$ cat src/hdl/dclp_pkg.sv
// Shared types, constants and keyword tables of the debug command line parser.
package dclp_pkg;

    localparam int WORD_COUNT = 7;
    localparam int WORD_BITS  = 72;

    localparam logic [7:0] CHAR_LF    = 8'h0A;
    localparam logic [7:0] CHAR_CR    = 8'h0D;
    localparam logic [7:0] CHAR_COLON = 8'h3A;
    localparam logic [7:0] CHAR_COMMA = 8'h2C;
    localparam logic [7:0] CHAR_NUL   = 8'h00;
    localparam logic [7:0] CHAR_ZERO  = 8'h30;
    localparam logic [7:0] CHAR_NINE  = 8'h39;

    localparam logic [3:0] KEYWORD_MAX = 4'd15;

    // Command words, right aligned: the first character is the most significant one used.
    localparam logic [WORD_BITS-1:0] WORD_TEXT [WORD_COUNT] = '{
        WORD_BITS'("START"), WORD_BITS'("STOP"), WORD_BITS'("RESET"),
        WORD_BITS'("SETSPEED"), WORD_BITS'("GETSTATUS"),
        WORD_BITS'("SETPARAM"), WORD_BITS'("GETPARAM")
    };
    localparam logic [3:0] WORD_LEN [WORD_COUNT] = '{
        4'd5, 4'd4, 4'd5, 4'd8, 4'd9, 4'd8, 4'd8
    };

    typedef enum logic [1:0] {
        STATUS_VALID    = 2'd0,
        STATUS_UNKNOWN  = 2'd1,
        STATUS_BAD_ARGS = 2'd2,
        STATUS_OVERFLOW = 2'd3
    } status_t;

    typedef enum logic [2:0] {
        CMD_START     = 3'd0,
        CMD_STOP      = 3'd1,
        CMD_RESET     = 3'd2,
        CMD_SETSPEED  = 3'd3,
        CMD_GETSTATUS = 3'd4,
        CMD_SETPARAM  = 3'd5,
        CMD_GETPARAM  = 3'd6
    } command_t;

    typedef enum logic [1:0] {
        TOK_DATA     = 2'd0,
        TOK_END      = 2'd1,
        TOK_OVERFLOW = 2'd2
    } token_kind_t;

    typedef struct packed {
        token_kind_t kind;
        logic        skip;
        logic [7:0]  data;
    } token_t;

    typedef struct packed {
        status_t     status;
        command_t    command;
        logic [31:0] param_left;
        logic [31:0] param_right;
        logic [7:0]  line_checksum;
        logic [31:0] commands_seen;
        logic [31:0] errors_seen;
    } result_t;

    // True when character pos of command word idx exists and equals b.
    function automatic logic word_char_match(input int idx, input logic [3:0] pos,
                                             input logic [7:0] b);
        logic [WORD_BITS-1:0] text;
        int                   len;
        logic                 hit;
        text = WORD_TEXT[idx];
        len  = int'(WORD_LEN[idx]);
        hit  = 1'b0;
        if (int'(pos) < len) begin
            hit = (text[(len - 1 - int'(pos)) * 8 +: 8] == b);
        end
        return hit;
    endfunction

endpackage

$ cat src/hdl/dclp_fifo.sv
// Small register queue used between the parser stages and at the result side.
module dclp_fifo #(
    parameter int WIDTH = 8,
    parameter int DEPTH = 2
) (
    input  logic             clk,
    input  logic             rst_n,
    input  logic             wr_en,
    input  logic [WIDTH-1:0] wr_data,
    output logic             full,
    input  logic             rd_en,
    output logic [WIDTH-1:0] rd_data,
    output logic             empty
);
    localparam int PTR_W = (DEPTH > 1) ? $clog2(DEPTH) : 1;
    localparam int CNT_W = $clog2(DEPTH + 1);

    logic [WIDTH-1:0] entry_reg [DEPTH];
    logic [PTR_W-1:0] wr_ptr_reg, wr_ptr_next;
    logic [PTR_W-1:0] rd_ptr_reg, rd_ptr_next;
    logic [CNT_W-1:0] count_reg, count_next;
    logic             do_wr, do_rd;

    assign full    = (count_reg == CNT_W'(DEPTH));
    assign empty   = (count_reg == '0);
    assign do_wr   = wr_en && !full;
    assign do_rd   = rd_en && !empty;
    assign rd_data = entry_reg[rd_ptr_reg];

    always_comb
    begin
        wr_ptr_next = wr_ptr_reg;
        rd_ptr_next = rd_ptr_reg;
        count_next  = count_reg;
        if (do_wr)
        begin
            wr_ptr_next = (wr_ptr_reg == PTR_W'(DEPTH - 1)) ? '0 : wr_ptr_reg + 1'b1;
        end
        if (do_rd)
        begin
            rd_ptr_next = (rd_ptr_reg == PTR_W'(DEPTH - 1)) ? '0 : rd_ptr_reg + 1'b1;
        end
        if (do_wr && !do_rd)
        begin
            count_next = count_reg + 1'b1;
        end
        else if (do_rd && !do_wr)
        begin
            count_next = count_reg - 1'b1;
        end
    end

    always_ff @(posedge clk or negedge rst_n)
    begin
        if (!rst_n)
        begin
            wr_ptr_reg <= '0;
            rd_ptr_reg <= '0;
            count_reg  <= '0;
        end
        else
        begin
            wr_ptr_reg <= wr_ptr_next;
            rd_ptr_reg <= rd_ptr_next;
            count_reg  <= count_next;
        end
    end

    always_ff @(posedge clk)
    begin
        if (do_wr)
        begin
            entry_reg[wr_ptr_reg] <= wr_data;
        end
    end

    // A request must never be dropped by a producer ignoring full.
    a_no_write_when_full: assert property (@(posedge clk) disable iff (!rst_n)
        wr_en |-> !full)
        else $error("queue written while full");

    a_count_in_range: assert property (@(posedge clk) disable iff (!rst_n)
        count_reg <= CNT_W'(DEPTH))
        else $error("queue count out of range");

endmodule

$ cat src/hdl/dclp_front.sv
// Front end: framing of received bytes into line tokens and the prefix register.
module dclp_front #(
    parameter int LINE_DEPTH = 64
) (
    input  logic            clk,
    input  logic            rst_n,
    input  logic            cfg_valid,
    output logic            cfg_ready,
    input  logic [7:0]      cfg_data,
    input  logic            push,
    output logic            full,
    input  logic [7:0]      rx_byte,
    output logic            tok_wr,
    output dclp_pkg::token_t tok_data,
    input  logic            tok_full
);
    import dclp_pkg::*;

    localparam int CNT_W = $clog2(LINE_DEPTH);

    typedef enum logic [1:0] {
        ST_IDLE = 2'b01,
        ST_LINE = 2'b10
    } front_state_t;

    front_state_t     state_reg, state_next;
    logic [CNT_W-1:0] count_reg, count_next;
    logic [7:0]       prefix_reg;
    logic             accept;
    logic             is_term;

    assign cfg_ready = 1'b1;
    assign full      = tok_full;
    assign accept    = push && !tok_full;
    assign is_term   = (rx_byte == CHAR_LF) || (rx_byte == CHAR_CR);

    always_comb
    begin
        state_next     = state_reg;
        count_next     = count_reg;
        tok_wr         = 1'b0;
        tok_data.kind  = TOK_DATA;
        tok_data.skip  = (count_reg == '0) && (rx_byte == prefix_reg);
        tok_data.data  = rx_byte;
        if (accept)
        begin
            unique case (state_reg)
                ST_IDLE:
                begin
                    if (rx_byte == prefix_reg)
                    begin
                        state_next = ST_LINE;
                        count_next = '0;
                    end
                end
                ST_LINE:
                begin
                    priority if (is_term)
                    begin
                        // An empty line closes silently.
                        state_next    = ST_IDLE;
                        tok_wr        = (count_reg != '0);
                        tok_data.kind = TOK_END;
                    end
                    else if (count_reg == CNT_W'(LINE_DEPTH - 1))
                    begin
                        state_next    = ST_IDLE;
                        tok_wr        = 1'b1;
                        tok_data.kind = TOK_OVERFLOW;
                    end
                    else
                    begin
                        count_next = count_reg + 1'b1;
                        tok_wr     = 1'b1;
                    end
                end
                default:
                begin
                    state_next = ST_IDLE;
                end
            endcase
        end
    end

    always_ff @(posedge clk or negedge rst_n)
    begin
        if (!rst_n)
        begin
            state_reg  <= ST_IDLE;
            count_reg  <= '0;
            prefix_reg <= 8'd35;
        end
        else
        begin
            state_reg <= state_next;
            count_reg <= count_next;
            if (cfg_valid && cfg_ready)
            begin
                prefix_reg <= cfg_data;
            end
        end
    end

endmodule

$ cat src/hdl/dclp_back.sv
// Back end: keyword matching, value parsing, checksum and running counts.
module dclp_back (
    input  logic              clk,
    input  logic              rst_n,
    input  logic              tok_empty,
    input  dclp_pkg::token_t  tok_data,
    output logic              tok_rd,
    output logic              res_wr,
    output dclp_pkg::result_t res_data,
    input  logic              res_full
);
    import dclp_pkg::*;

    typedef enum logic [3:0] {
        PH_KEYWORD = 4'b0001,
        PH_FIRST   = 4'b0010,
        PH_SECOND  = 4'b0100,
        PH_DONE    = 4'b1000
    } phase_t;

    phase_t                  phase_reg, phase_next;
    logic [WORD_COUNT-1:0]   cand_reg, cand_next;
    logic [3:0]              kwlen_reg, kwlen_next;
    logic                    colon_reg, colon_next;
    logic [31:0]             first_reg, first_next;
    logic [31:0]             second_reg, second_next;
    logic [7:0]              csum_reg, csum_next;
    logic [31:0]             cmd_total_reg, cmd_total_next;
    logic [31:0]             err_total_reg, err_total_next;

    logic                    take;
    logic [7:0]              b;
    logic                    is_digit;
    logic [31:0]             digit;
    logic                    found;
    command_t                cmd;
    status_t                 st;

    assign take     = !tok_empty && !res_full;
    assign tok_rd   = take;
    assign b        = tok_data.data;
    assign is_digit = (b >= CHAR_ZERO) && (b <= CHAR_NINE);
    assign digit    = {28'd0, b[3:0]};

    // Line end decision from the candidate flags and the keyword length.
    always_comb
    begin
        found = 1'b0;
        cmd   = CMD_START;
        for (int i = 0; i < WORD_COUNT; i++)
        begin
            if (cand_reg[i] && (WORD_LEN[i] == kwlen_reg))
            begin
                found = 1'b1;
                cmd   = command_t'(3'(i));
            end
        end
        if (!found)
        begin
            st  = STATUS_UNKNOWN;
            cmd = CMD_START;
        end
        else if (cmd == CMD_SETSPEED)
        begin
            st = (colon_reg && (phase_reg == PH_SECOND || phase_reg == PH_DONE)) ?
                 STATUS_VALID : STATUS_BAD_ARGS;
        end
        else
        begin
            st = STATUS_VALID;
        end
    end

    always_comb
    begin
        phase_next     = phase_reg;
        cand_next      = cand_reg;
        kwlen_next     = kwlen_reg;
        colon_next     = colon_reg;
        first_next     = first_reg;
        second_next    = second_reg;
        csum_next      = csum_reg;
        cmd_total_next = cmd_total_reg;
        err_total_next = err_total_reg;
        res_wr         = 1'b0;
        res_data       = '0;

        if (take)
        begin
            unique case (tok_data.kind)
                TOK_DATA:
                begin
                    csum_next = csum_reg ^ b;
                    if (!tok_data.skip)
                    begin
                        unique case (phase_reg)
                            PH_KEYWORD:
                            begin
                                if (b == CHAR_COLON || b == CHAR_COMMA)
                                begin
                                    colon_next = (b == CHAR_COLON);
                                    phase_next = PH_FIRST;
                                end
                                else
                                begin
                                    for (int i = 0; i < WORD_COUNT; i++)
                                    begin
                                        if (!word_char_match(i, kwlen_reg, b))
                                        begin
                                            cand_next[i] = 1'b0;
                                        end
                                    end
                                    if (kwlen_reg != KEYWORD_MAX)
                                    begin
                                        kwlen_next = kwlen_reg + 1'b1;
                                    end
                                end
                            end
                            PH_FIRST:
                            begin
                                if (b == CHAR_COMMA)
                                begin
                                    phase_next = PH_SECOND;
                                end
                                else if (is_digit)
                                begin
                                    // Times ten as two shifted copies.
                                    first_next = {first_reg[28:0], 3'b000}
                                               + {first_reg[30:0], 1'b0} + digit;
                                end
                            end
                            PH_SECOND:
                            begin
                                if (b == CHAR_COMMA || b == CHAR_NUL)
                                begin
                                    phase_next = PH_DONE;
                                end
                                else if (is_digit)
                                begin
                                    second_next = {second_reg[28:0], 3'b000}
                                                + {second_reg[30:0], 1'b0} + digit;
                                end
                            end
                            PH_DONE:
                            begin
                                phase_next = PH_DONE;
                            end
                            default:
                            begin
                                phase_next = PH_DONE;
                            end
                        endcase
                    end
                end
                TOK_END:
                begin
                    if (st == STATUS_VALID)
                    begin
                        cmd_total_next = cmd_total_reg + 1'b1;
                    end
                    else
                    begin
                        err_total_next = err_total_reg + 1'b1;
                    end
                    res_wr                 = 1'b1;
                    res_data.status        = st;
                    res_data.command       = cmd;
                    if (st == STATUS_VALID && cmd == CMD_SETSPEED)
                    begin
                        res_data.param_left  = first_reg;
                        res_data.param_right = second_reg;
                    end
                    res_data.line_checksum = csum_reg;
                    res_data.commands_seen = cmd_total_next;
                    res_data.errors_seen   = err_total_next;
                end
                TOK_OVERFLOW:
                begin
                    err_total_next         = err_total_reg + 1'b1;
                    res_wr                 = 1'b1;
                    res_data.status        = STATUS_OVERFLOW;
                    res_data.command       = CMD_START;
                    res_data.line_checksum = csum_reg;
                    res_data.commands_seen = cmd_total_reg;
                    res_data.errors_seen   = err_total_next;
                end
                default:
                begin
                    res_wr = 1'b0;
                end
            endcase

            // Every line closes with a cleared parse state for the next one.
            if (tok_data.kind == TOK_END || tok_data.kind == TOK_OVERFLOW)
            begin
                phase_next  = PH_KEYWORD;
                cand_next   = '1;
                kwlen_next  = '0;
                colon_next  = 1'b0;
                first_next  = '0;
                second_next = '0;
                csum_next   = '0;
            end
        end
    end

    always_ff @(posedge clk or negedge rst_n)
    begin
        if (!rst_n)
        begin
            phase_reg     <= PH_KEYWORD;
            cand_reg      <= '1;
            kwlen_reg     <= '0;
            colon_reg     <= 1'b0;
            first_reg     <= '0;
            second_reg    <= '0;
            csum_reg      <= '0;
            cmd_total_reg <= '0;
            err_total_reg <= '0;
        end
        else
        begin
            phase_reg     <= phase_next;
            cand_reg      <= cand_next;
            kwlen_reg     <= kwlen_next;
            colon_reg     <= colon_next;
            first_reg     <= first_next;
            second_reg    <= second_next;
            csum_reg      <= csum_next;
            cmd_total_reg <= cmd_total_next;
            err_total_reg <= err_total_next;
        end
    end

    // Parsed values leave only with a valid speed command.
    a_params_only_setspeed: assert property (@(posedge clk) disable iff (!rst_n)
        (res_wr && (res_data.param_left != '0 || res_data.param_right != '0))
        |-> (res_data.status == STATUS_VALID && res_data.command == CMD_SETSPEED))
        else $error("parameters reported without a valid speed command");

    // Each result moves exactly one of the two running counts.
    a_one_count_per_result: assert property (@(posedge clk) disable iff (!rst_n)
        res_wr |=> ((cmd_total_reg != $past(cmd_total_reg))
                    ^ (err_total_reg != $past(err_total_reg))))
        else $error("result did not advance exactly one count");

endmodule

$ cat src/hdl/debug_command_line_parser.sv
// Top level of the debug command line parser: front end, token queue, back end, result queue.
// The parser takes one received byte per clock cycle whenever full is low; its rate is set by
// the back end, which handles one byte token per cycle, and by the two-entry token queue that
// lets the front keep accepting while the back waits on a full result queue. A line result is
// written by the back end when it takes the line end token from the token queue, and waits in
// a two-entry result queue until popped; while that queue is full the back end holds and full
// rises once the token queue fills. Bytes seen while no line is open are consumed at full rate
// whenever the token queue has room. The prefix byte is written through the configuration
// channel, which is always ready.
module debug_command_line_parser #(
    parameter int LINE_DEPTH = 64
) (
    input  logic        clk,
    input  logic        rst_n,
    input  logic        cfg_valid,
    output logic        cfg_ready,
    input  logic [7:0]  cfg_data,
    input  logic        push,
    output logic        full,
    input  logic [7:0]  rx_byte,
    output logic        empty,
    input  logic        pop,
    output logic [1:0]  status,
    output logic [2:0]  command,
    output logic [31:0] param_left,
    output logic [31:0] param_right,
    output logic [7:0]  line_checksum,
    output logic [31:0] commands_seen,
    output logic [31:0] errors_seen
);
    import dclp_pkg::*;

    localparam int TOK_W = $bits(token_t);
    localparam int RES_W = $bits(result_t);

    logic    tok_wr, tok_full, tok_rd, tok_empty;
    token_t  tok_in, tok_out;
    logic    res_wr, res_full;
    result_t res_in, res_out;

    dclp_front #(
        .LINE_DEPTH (LINE_DEPTH)
    ) u_front (
        .clk       (clk),
        .rst_n     (rst_n),
        .cfg_valid (cfg_valid),
        .cfg_ready (cfg_ready),
        .cfg_data  (cfg_data),
        .push      (push),
        .full      (full),
        .rx_byte   (rx_byte),
        .tok_wr    (tok_wr),
        .tok_data  (tok_in),
        .tok_full  (tok_full)
    );

    dclp_fifo #(
        .WIDTH (TOK_W),
        .DEPTH (2)
    ) u_tok_fifo (
        .clk     (clk),
        .rst_n   (rst_n),
        .wr_en   (tok_wr),
        .wr_data (tok_in),
        .full    (tok_full),
        .rd_en   (tok_rd),
        .rd_data (tok_out),
        .empty   (tok_empty)
    );

    dclp_back u_back (
        .clk       (clk),
        .rst_n     (rst_n),
        .tok_empty (tok_empty),
        .tok_data  (tok_out),
        .tok_rd    (tok_rd),
        .res_wr    (res_wr),
        .res_data  (res_in),
        .res_full  (res_full)
    );

    dclp_fifo #(
        .WIDTH (RES_W),
        .DEPTH (2)
    ) u_res_fifo (
        .clk     (clk),
        .rst_n   (rst_n),
        .wr_en   (res_wr),
        .wr_data (res_in),
        .full    (res_full),
        .rd_en   (pop),
        .rd_data (res_out),
        .empty   (empty)
    );

    assign status        = res_out.status;
    assign command       = res_out.command;
    assign param_left    = res_out.param_left;
    assign param_right   = res_out.param_right;
    assign line_checksum = res_out.line_checksum;
    assign commands_seen = res_out.commands_seen;
    assign errors_seen   = res_out.errors_seen;

endmodule

$ cat config.mk
export PLATFORM = sky130hd
export DESIGN_NAME = debug_command_line_parser
export DESIGN_NICKNAME = d
export VERILOG_FILES = /design/src/hdl/dclp_pkg.sv /design/src/hdl/dclp_fifo.sv /design/src/hdl/dclp_front.sv /design/src/hdl/dclp_back.sv /design/src/hdl/debug_command_line_parser.sv
export SDC_FILE = /design/constraint.sdc
export NUM_CORES = 1
export LEC_CHECK = 0
export CAP_MARGIN = 20
export CORE_AREA = 2 2 351 214
export DETAILED_ROUTE_END_ITERATION = 10
export DIE_AREA = 0 0 353 216
export DONT_BUFFER_PORTS = 1
export GPL_TIMING_DRIVEN = 0
export PLACE_DENSITY = 0.59
export SETUP_SLACK_MARGIN = 0.4
export SLEW_MARGIN = 0
export SYNTH_ARGS = -nofsm -noshare
export SYNTH_HDL_FRONTEND = slang
export SYNTH_SLANG_ARGS = --single-unit
$ cat constraint.sdc
create_clock -name clk -period 22.8 [get_ports clk]
set_input_delay 1.14 -clock clk [delete_from_list [all_inputs] [get_ports clk]]
set_output_delay 1.14 -clock clk [all_outputs]
set_load 0.05 [all_outputs]
==> results of run 1 <==
==> report_power, final <==
group	total, mW	internal (mW)	switching [mW]
logic	1.48	0.383	1.10
registers	1.23	1.15	0.0710
clock network	0.856	0.475	0.381
total	3.56	2.01	1.55
==> kinds of logic after synthesis <==
group | after synthesis | share of synthesized area (%)
XOR/XNOR | 162 | 5.589
adder cells (fa/ha/maj) | 139 | 6.969
multiplexers | 167 | 7.466
flip-flops | 480 | 53.36
buffers and inverters | 141 | 2.262
other | 1 | 0.01477
AND/OR/NAND/NOR | 644 | 12.48
AO/OA/AOI/OAI | 478 | 11.85
==> cell usage after synthesis, types with 7 or more instances <==
cell,instances
and3_1,35
a31oi_1,39
inv_1,39
nor3_1,46
o21ai_0,136
edfxtp_1,304
nor4_1,7
xor2_1,76
nand3_1,46
buf_1,7
dfstp_2,12
xnor2_1,86
nand2_1,188
mux2_2,153
o31ai_1,26
nand4_1,20
ha_1,135
o41ai_1,8
and2_1,78
a311oi_1,17
nor2b_1,19
nand2b_1,18
mux2i_1,10
dfrtp_1,164
nor2_1,136
buf_2,23
clkbuf_1,63
a21o_1,47
a21oi_1,123
or3_1,19
a22o_1,10
==> critical path: stages (launching register included) <==
cell and delay [ns]:
dfrtp_1 0.34, buf_6 0.17, mux2i_4 0.49, inv_1 0.26
buf_1 0.43, ha_1 0.43, ha_1 0.21, inv_1 0.07
fa_1 0.20, nor2b_1 0.08, o31ai_2 0.24, a31oi_1 0.18
a221o_1 0.48, a2111o_1 0.44, a31oi_1 0.24, o21ai_0 0.20
xnor2_1 0.17, o21ai_0 0.19
==> per-layer routing <==
metal / GRT usage [%] / wire length [µm] / up-vias
met1: 25.47 / 32630 / 8633
met4: 4.213 / 1256 / 0
met2: 25.15 / 27890 / 502
met3: 2.918 / 3499 / 83
li1: - / - / 8285
met5: 0 / 0 / -
==> cell type report <==
class / instances / area (µm²)
flip-flops and latches: 480 / 13550
plain buffers: 97 / 409.1
clock inverters: 34 / 302.8
well taps: 987 / 1235
multi-input cells: 1591 / 11270
clock buffers: 62 / 1421
fillers: 6956 / 44400
repair buffers: 21 / 274.0
inverters: 44 / 165.2
==> worst paths after layout <==
path / from / to / slack [ns]
max: u_tok_fifo.rd_ptr_reg / u_back.second_reg[28] / 17.88
min: rst_n / u_back.first_reg[12] / 0.21
max reg2reg: u_tok_fifo.rd_ptr_reg / u_back.second_reg[28] / 17.88
min reg2reg: u_tok_fifo.wr_ptr_reg / u_tok_fifo.wr_ptr_reg / 0.49
max in group asynchronous: rst_n / u_back.csum_reg[3] / 22.24
min in group clk: u_tok_fifo.wr_ptr_reg / u_tok_fifo.wr_ptr_reg / 0.49
==> metrics by stage <==
stage	hold WS, ns	util, %	std cells
floorplan	0.4555	-	2212
global placement	0.4714	36.46	3199
detailed placement	0.4754	36.83	3219
CTS	0.1708	39.19	3315
global route	0.1754	39.20	3316
finish	0.2143	39.20	3316
==> cells in the final DEF, fill, tap and decap left out, types with 7 or more instances in the layout <==
master     instances
a311oi_1          17
buf_2             23
nand2_1          188
a21oi_1          123
and2_1            77
xor2_1            76
a31oi_1           39
inv_1             39
mux2_2           153
a22o_1            10
edfxtp_1         304
clkbuf_1          67
a21o_1            47
o41ai_1            8
nor3_1            45
clkinv_1           7
mux2i_1           10
or3_1             19
clkbuf_16         54
nand4_1           20
nor2_1           136
and3_1            35
nand3_1           46
nand2b_1          18
ha_1             135
buf_1              8
o31ai_1           26
dfstp_2           12
xnor2_1           86
dfrtp_1          164
nor4_1             7
buf_6             13
nor2b_1           19
clkinv_4           7
o21ai_0          136
==> impl_metrics.tcl, run 1 <==
set metrics [dict create \
    io_pins 165 \
    synth_area_leaders "edfxtp_1 36%, dfrtp_1 16%, mux2_2 6.8%" \
    cap_violations 0 \
    layout_min_cycle_time_ns 4.922 \
    largest_reg_flops 282 \
    via_count 17500 \
    detail_route.wl_per_cell_um 19.69 \
    hold_viol_final 0 \
    avgViaCountPerCell 5.278 \
    relSlewSlack_pct 33.32 \
    gp_congestion 0.9165 \
    drc 0 \
    grt_first_pass_wirelength_um 102300 \
    cts_tree "done" \
    start_util_pct 34.77 \
    cp.arrival_ns 5.45 \
    place_area_um2 26900 \
    worstSetupStartpointType "flip-flop" \
    grt_start_max_net_pins 177 \
    grt_setup_unrepaired "false" \
    ir_drop_mv 0.06988 \
    synth_edf_count 304 \
    end_kind "flip-flop" \
    overflow 0 \
    netlist_area_um2 25390 \
    yosys_warnings 0 \
    fin_nets 2446 \
    postCtsSetupRepairBufs 0 \
    antenna_found_initial 0 \
    synth_nets 2372 \
    synth_cell_types 85 \
    skew_ns 0.02129 \
    tns_ns 0 \
    worstMarginPinSlew_ns 0.9724 \
    drv_slew 0 \
    portBuffers 0 \
    cts-buffers-inserted 51 \
    synth_async_sr_flop_share_pct 36.67 \
    track_usage_pct 16.94 \
    synth.largest_area_cell "edfxtp_1" \
    layout-drive-gt1-share_pct 14.26 \
    outcome "completed" \
    drt_iter0_drc 1448 \
    die_h_um 216 \
    postSynthCellCount 2212 \
    cp.required_ns 23.33 \
    ys_seq_area_share_pct 53.36 \
    place_ws_ns 17.97 \
    ys.flop_type "edfxtp_1" \
    cts.sinks 480 \
    area_growth_pct 12.76 \
    clockBufferDepth 3 \
    grt_pass1_vias 17530 \
    p_per_area_nw_per_um2 124.5 \
    drt_first_pass_iters 5 \
    fin_crit_sh_pct 21.59 \
    final_area_um2 28630 \
    setup_viol 0 \
    avgSynthCellArea_um2 11.48 \
    worstRegToRegCells 17 \
    clkSlewWorstSetupHoldPaths_ns 0.07 \
    leakagePower_nw 11.46 \
    ant_nets 0 \
    crit_fanout 11 \
    dieArea_um2 76250 \
    fin_ws_ns 17.88 \
    total_power_mw 3.564 \
    rows 77 \
    dp_hpwl_um 47300 \
    post_cts_resized 0 \
    wirelength_um 65280 \
    cts_hold_buf 0 \
    path_class "reg -> reg" \
    max_freq_mhz 203.2 \
    htree_levels 2 \
    insertion_delay_ns 0.63 \
    synth.top_cell.area_share_pct 35.96 \
    ctsRootBufferMaster "clkbuf_16" \
    die_x_um 353 \
    hp-class "in -> async" \
    design.core.area_um2 73030 \
    yosys_register_bits 480 \
    diodes 0 \
]
No activity file was read; power rests on OpenSTA's default activity.
==> run 2: changes to the inputs <==
PLACE_DENSITY = 0.6   (was 0.59)
clock period = 4.01 ns   (was 22.8 ns; I/O delays follow)
==> impl_metrics.tcl, run 2 (synthesis gave the netlist of run 1 again) <==
set metrics [dict create \
    outcome "finished with violations" \
    violations "hold timing" \
    hold_viol_final 176 \
    switchingPower_mw 8.912 \
    skew_ns 0.02921 \
    final_cell_mix "304 x edfxtp_1, 188 x nand2_1, 162 x dfrtp_1" \
    fin_ws_ns 0.1640 \
    track_usage_pct 17.19 \
    grt_start_max_net_pins 177 \
    worstMarginPinSlew_ns 0.9988 \
    final_cells 3368 \
    path_class "reg -> reg" \
    setup_viol 0 \
    portBuffers 0 \
    largest_reg_flops 282 \
    htree_levels 2 \
    dp_hpwl_um 46760 \
    cts_tree "done" \
    insertion_delay_ns 0.62 \
    layout_min_cycle_time_ns 3.846 \
    cp_cell_sequence "buf_8 -> mux2i_4 -> clkinvlp_4 -> fa_2 -> inv_2 -> fa_2 -> nor2b_4 -> o31ai_4 -> a31oi_2 -> a221o_1 -> a2111o_1 -> and2_4 -> a311oi_2 -> nor2b_1 -> o31ai_1" \
    area_growth_pct 17.81 \
    cts-buffers-inserted 49 \
    avgViaCountPerCell 5.342 \
    via_count 17990 \
    die_x_um 353 \
    grt_first_pass_wirelength_um 104100 \
    r2r_setup_slack_ns 0.16 \
    cpPeakStageDelay_ns 0.48 \
    timing.hold.ws_ns -0.6965 \
    final_common_cell "edfxtp_1" \
    start_util_pct 34.77 \
    layout-drive-gt1-share_pct 19.83 \
    cts.sinks 480 \
    gp_congestion 0.9258 \
    ant_nets 0 \
    comb_power_share_pct 42.4 \
    drv_slew 0 \
    drt_iter0_drc 1359 \
    ctsRootBufferMaster "clkbuf_16" \
    p_per_area_nw_per_um2 698.6 \
    max_freq_mhz 260.0 \
    clkSlewWorstSetupHoldPaths_ns 0.07 \
    switching_share_pct 42.65 \
    place_ws_ns -0.8789 \
    cts_hold_buf 17 \
    crit_fanout 5 \
    rows 77 \
    leakagePower_nw 11.91 \
    power_frac_seq_pct 33.4 \
    hp-class "in -> async" \
    grt_setup_unrepaired "true" \
    fin_nets 2499 \
    worstSetupStartpointType "flip-flop" \
    clkPwrFrac_pct 24.2 \
    io_pins 165 \
    cpMostUsedCell "fa_2" \
    drt_first_pass_iters 5 \
    detail_route.wl_per_cell_um 19.79 \
    die_h_um 216 \
    cellInternalPower_mw 11.98 \
    design.core.area_um2 73030 \
    wirelength_um 66640 \
    ir_drop_mv 0.3654 \
    clockBufferDepth 3 \
    antenna_found_initial 0 \
    drc 0 \
    end_kind "flip-flop" \
    cap_violations 0 \
    cp.arrival_ns 4.35 \
    grt_pass1_vias 17910 \
    relSlewSlack_pct 33.17 \
    cp.required_ns 4.52 \
    placedCellCount 3213 \
    cpMaxStageDelayCell "fa_2" \
    dieArea_um2 76250 \
    overflow 0 \
    fin_crit_sh_pct 95.91 \
]
-- run 2: area by class of cell --
type,count,area [µm²]
Clock inverter,37,506.7
Clock buffer,55,1269
Antenna cell,1,2.502
Tap cell,987,1235
Inverter,44,186.4
Fill cell,6915,43120
Multi-Input combinational cell,1591,11810
Timing Repair Buffer,76,835.8
Sequential cell,480,13550
Buffer,97,518.0
-- run 2: worst paths after layout --
check                                      startpoint               endpoint  cells past startpoint
worst max register to register  u_tok_fifo.rd_ptr_reg  u_back.second_reg[30]                     15
min in group clk                                 push   u_front.state_reg[0]                      3
worst min register to register  u_tok_fifo.wr_ptr_reg  u_tok_fifo.wr_ptr_reg                      1
worst min-delay path                            rst_n   u_back.first_reg[17]                      0
worst max-delay path            u_tok_fifo.rd_ptr_reg  u_back.second_reg[30]                     15
max in group asynchronous                       rst_n     u_back.csum_reg[1]                      0
-- run 2: worst max-delay path, delay by kind of cell, from the launching register on --
kind            cells  cell delay [ns]
fa+ha+maj           2             0.71
flops               1             0.36
compound gates      6             1.68
mux                 1             0.29
simple gates        3             0.32
buf+inv             3             0.38
-- run 2: through the flow --
step / util, % / area [µm²] / TNS (ns) / power (mW) / hold slack [ns]
after floorplan: - / 25430 / -184.71 / 13.70 / -0.09509
after global placement: 36.51 / 26670 / -648.50 / 15.34 / -0.07586
after detailed placement: 36.93 / 26970 / -119.36 / 15.66 / -0.07382
after CTS: 40.41 / 29510 / 0 / 21.02 / -0.7403
after global routing: 40.95 / 29910 / 0 / 21.88 / -0.7364
final: 40.96 / 29910 / 0 / 20.89 / -0.6965
-- run 2: repair_timing --
item / 4_1_cts / 5_1_grt
endpoints found under the hold margin: 202 / 176
cloned: 0 / 0
gates resized for setup: 98 / 80
endpoints found under the setup margin: 478 / 287
pin swaps: 22 / 34
setup buffers: 25 / 20
-- run 2: power groups by stage --
| stage | logic, mW | clock network, mW | registers, mW |
|---|---|---|---|
| detailed placement | 8.58 | 0 | 7.08 |
| global route | 9.42 | 5.38 | 7.08 |
| floorplan | 6.70 | 0 | 7.00 |
| finish | 8.86 | 5.06 | 6.97 |
| global placement | 8.17 | 0 | 7.17 |
| CTS | 8.83 | 5.21 | 6.97 |
-- run 2: per-layer routing --
layer / part of all wire [%] / vias to the layer above / GRT usage, % / routed length, µm
met3: 5.6 / 110 / 3.230 / 3711
li1: - / 8408 / - / -
met4: 2.4 / 0 / 5.078 / 1609
met1: 49 / 8974 / 25.34 / 32700
met5: 0 / - / 0 / 0
met2: 43 / 501 / 25.58 / 28620
==> run 3: changes to the inputs <==
CORE_AREA = 2 2 362 220   (was 2 2 351 214)
DIE_AREA = 0 0 364 222   (was 0 0 353 216)
PLACE_DENSITY = 0.58   (was 0.6)
==> impl_metrics.tcl, run 3 (synthesis gave the netlist of run 1 again) <==
set metrics [dict create \
    detail_route.wl_per_cell_um 19.54 \
    layout_min_cycle_time_ns 3.871 \
    layout-drive-gt1-share_pct 19.91 \
    final_common_cell "edfxtp_1" \
    setup_viol 0 \
    path_class "reg -> reg" \
    dieArea_um2 80810 \
    end_kind "flip-flop" \
    cpPeakStageDelay_ns 0.47 \
    ctsRootBufferMaster "clkbuf_16" \
    die_h_um 222 \
    hp-class "in -> async" \
    fin_ws_ns 0.1395 \
    cpMaxStageDelayCell "fa_1" \
    startpoint "u_tok_fifo.rd_ptr_reg" \
    drv_slew 0 \
    start_util_pct 32.89 \
    crit_fanout 5 \
    placedCellCount 3281 \
    drt_iter0_drc 1537 \
    fin_util_pct 38.89 \
    rows 79 \
    max_freq_mhz 258.4 \
    cp.required_ns 4.56 \
    place_ws_ns -0.9088 \
    cts.sinks 480 \
    hold_viol_final 176 \
    switching_share_pct 42.88 \
    avgViaCountPerCell 5.212 \
    dp_hpwl_um 47540 \
    drc 0 \
    worst_r2r_startpoint "u_tok_fifo.rd_ptr_reg" \
    diodes 0 \
    area_growth_pct 18.24 \
    grt_first_pass_wirelength_um 104200 \
    cp_cell_sequence "buf_8 -> mux2i_4 -> clkinvlp_4 -> buf_6 -> fa_1 -> ha_1 -> a21o_1 -> nand4_1 -> a21oi_2 -> o21a_1 -> or3_4 -> a31oi_4 -> o21ai_2 -> or4_1 -> nand3_1" \
    comb_power_share_pct 42.5 \
    timing.rr.end "u_back.first_reg[31]" \
    worstSetupStartpointType "flip-flop" \
    worstMarginPinSlew_ns 0.9988 \
    fin_nets 2504 \
    fin_crit_sh_pct 96.52 \
    leakagePower_nw 11.94 \
    relSlewSlack_pct 33.17 \
    final_cells 3439 \
    route.layer.met1.wl_um 32350 \
    ant_nets 0 \
    switchingPower_mw 8.934 \
    drt_first_pass_iters 5 \
    cap_violations 0 \
    clkPwrFrac_pct 24.0 \
    ir_drop_mv 0.3227 \
    clkSlewWorstSetupHoldPaths_ns 0.07 \
    outcome "finished with violations" \
    skew_ns 0.02602 \
    wl_met3_um 4648 \
    grt_start_max_net_pins 177 \
    dr_wl_met2_um 28950 \
    insertion_delay_ns 0.63 \
    final_cell_mix "304 x edfxtp_1, 188 x nand2_1, 162 x dfrtp_1" \
    antenna_found_initial 1 \
    worstRegToRegCells 15 \
    track_usage_pct 16.37 \
    clockBufferDepth 3 \
    htree_levels 2 \
    cellInternalPower_mw 11.90 \
    grt_pass1_vias 17800 \
    multi_input_comb_area_um2 11810 \
    p_per_area_nw_per_um2 694.1 \
    r2r_setup_slack_ns 0.14 \
    fill_cells 7305 \
    wirelength_um 67190 \
    grt_setup_unrepaired "true" \
    power_frac_seq_pct 33.5 \
    top_layer "met4" \
    io_pins 165 \
    largest_reg_flops 282 \
    via_count 17930 \
    cts_tree "done" \
    design.core.area_um2 77200 \
    timing.hold.ws_ns -0.7054 \
    die_x_um 364 \
    cts_hold_buf 18 \
    portBuffers 0 \
    gp_congestion 0.9225 \
    cp.arrival_ns 4.42 \
    violations "hold timing" \
    ff_latch_area_um2 13550 \
    cp-endpoint "u_back.first_reg[31]" \
    overflow 0 \
    cts-buffers-inserted 50 \
]
-- run 3: cell count changes in the layout (fill, tap and decap cells not counted), sizes merged --
cell         previous run  this run
clkbuf                120       126
bufinv                 10         7
buf                    91        92
clkinv                 15        16
clkinvlp               11        10
diode                   1         0
dlygate4sd3            17        18
inv                    45        46
-- run 3: routing by layer --
layer  global-route usage (%)  vias up
li1                         -     8423
met1                    23.91     8866
met2                    24.23      550
met3                    3.926       86
met4                    4.029        0
met5                        0        -
-- run 3: how the worst min path moves through the flow --
stage	from	end	slack, ns	cells after the start
after detailed placement	rst_n	u_back.first_reg[18]	-0.07	0
final	rst_n	u_back.first_reg[20]	-0.71	0
after global placement	rst_n	u_back.first_reg[18]	-0.08	0
after CTS	rst_n	u_back.first_reg[18]	-0.75	0
after global routing	rst_n	u_back.first_reg[20]	-0.76	0
after floorplan	rst_n	u_back.cmd_total_reg[0]	-0.1	0
-- run 3: repair_timing --
item	4_1_cts	5_1_grt
setup endpoints to repair	459	316
pin swaps	22	23
hold endpoints to repair	203	176
buffers inserted	29	17
resized for setup	112	65
-- run 3: power groups by stage --
stage          registers, mW  clock network, mW  logic [mW]
6_report                6.97               5.00        8.86
5_1_grt                 7.08               5.36        9.43
4_1_cts                 6.99               5.16        8.85
3_5_place_dp            7.08                  0        8.62
3_3_place_gp            7.17                  0        8.18
2_1_floorplan           7.00                  0        6.70
-- run 3: worst max-delay path: cells and delay by family (launching register included) --
| family | cells | cell delay (ns) |
|---|---|---|
| adder cells (fa/ha/maj) | 2 | 0.77 |
| multiplexers | 1 | 0.29 |
| flip-flops | 1 | 0.35 |
| AO/OA/AOI/OAI | 5 | 0.87 |
| buffers and inverters | 3 | 0.49 |
| AND/OR/NAND/NOR | 4 | 1.02 |
-- run 3: final cells by class --
| type | count | share of cell area [%] |
|---|---|---|
| flip-flops and latches | 480 | 45.14 |
| multi-input cells | 1591 | 39.33 |
| clock buffers | 59 | 4.447 |
| well taps | 1053 | 4.389 |
| repair buffers | 80 | 2.947 |
| plain buffers | 97 | 1.713 |
| clock inverters | 35 | 1.425 |
| inverters | 44 | 0.6127 |
-- run 3: per-stage QoR --
stage,instance area (µm²),power [mW],TNS (ns)
floorplan,25430,13.70,-184.71
global placement,26750,15.34,-647.64
detailed placement,27090,15.70,-84.22
CTS,29720,21.00,0
global route,30020,21.87,0
finish,30020,20.84,0
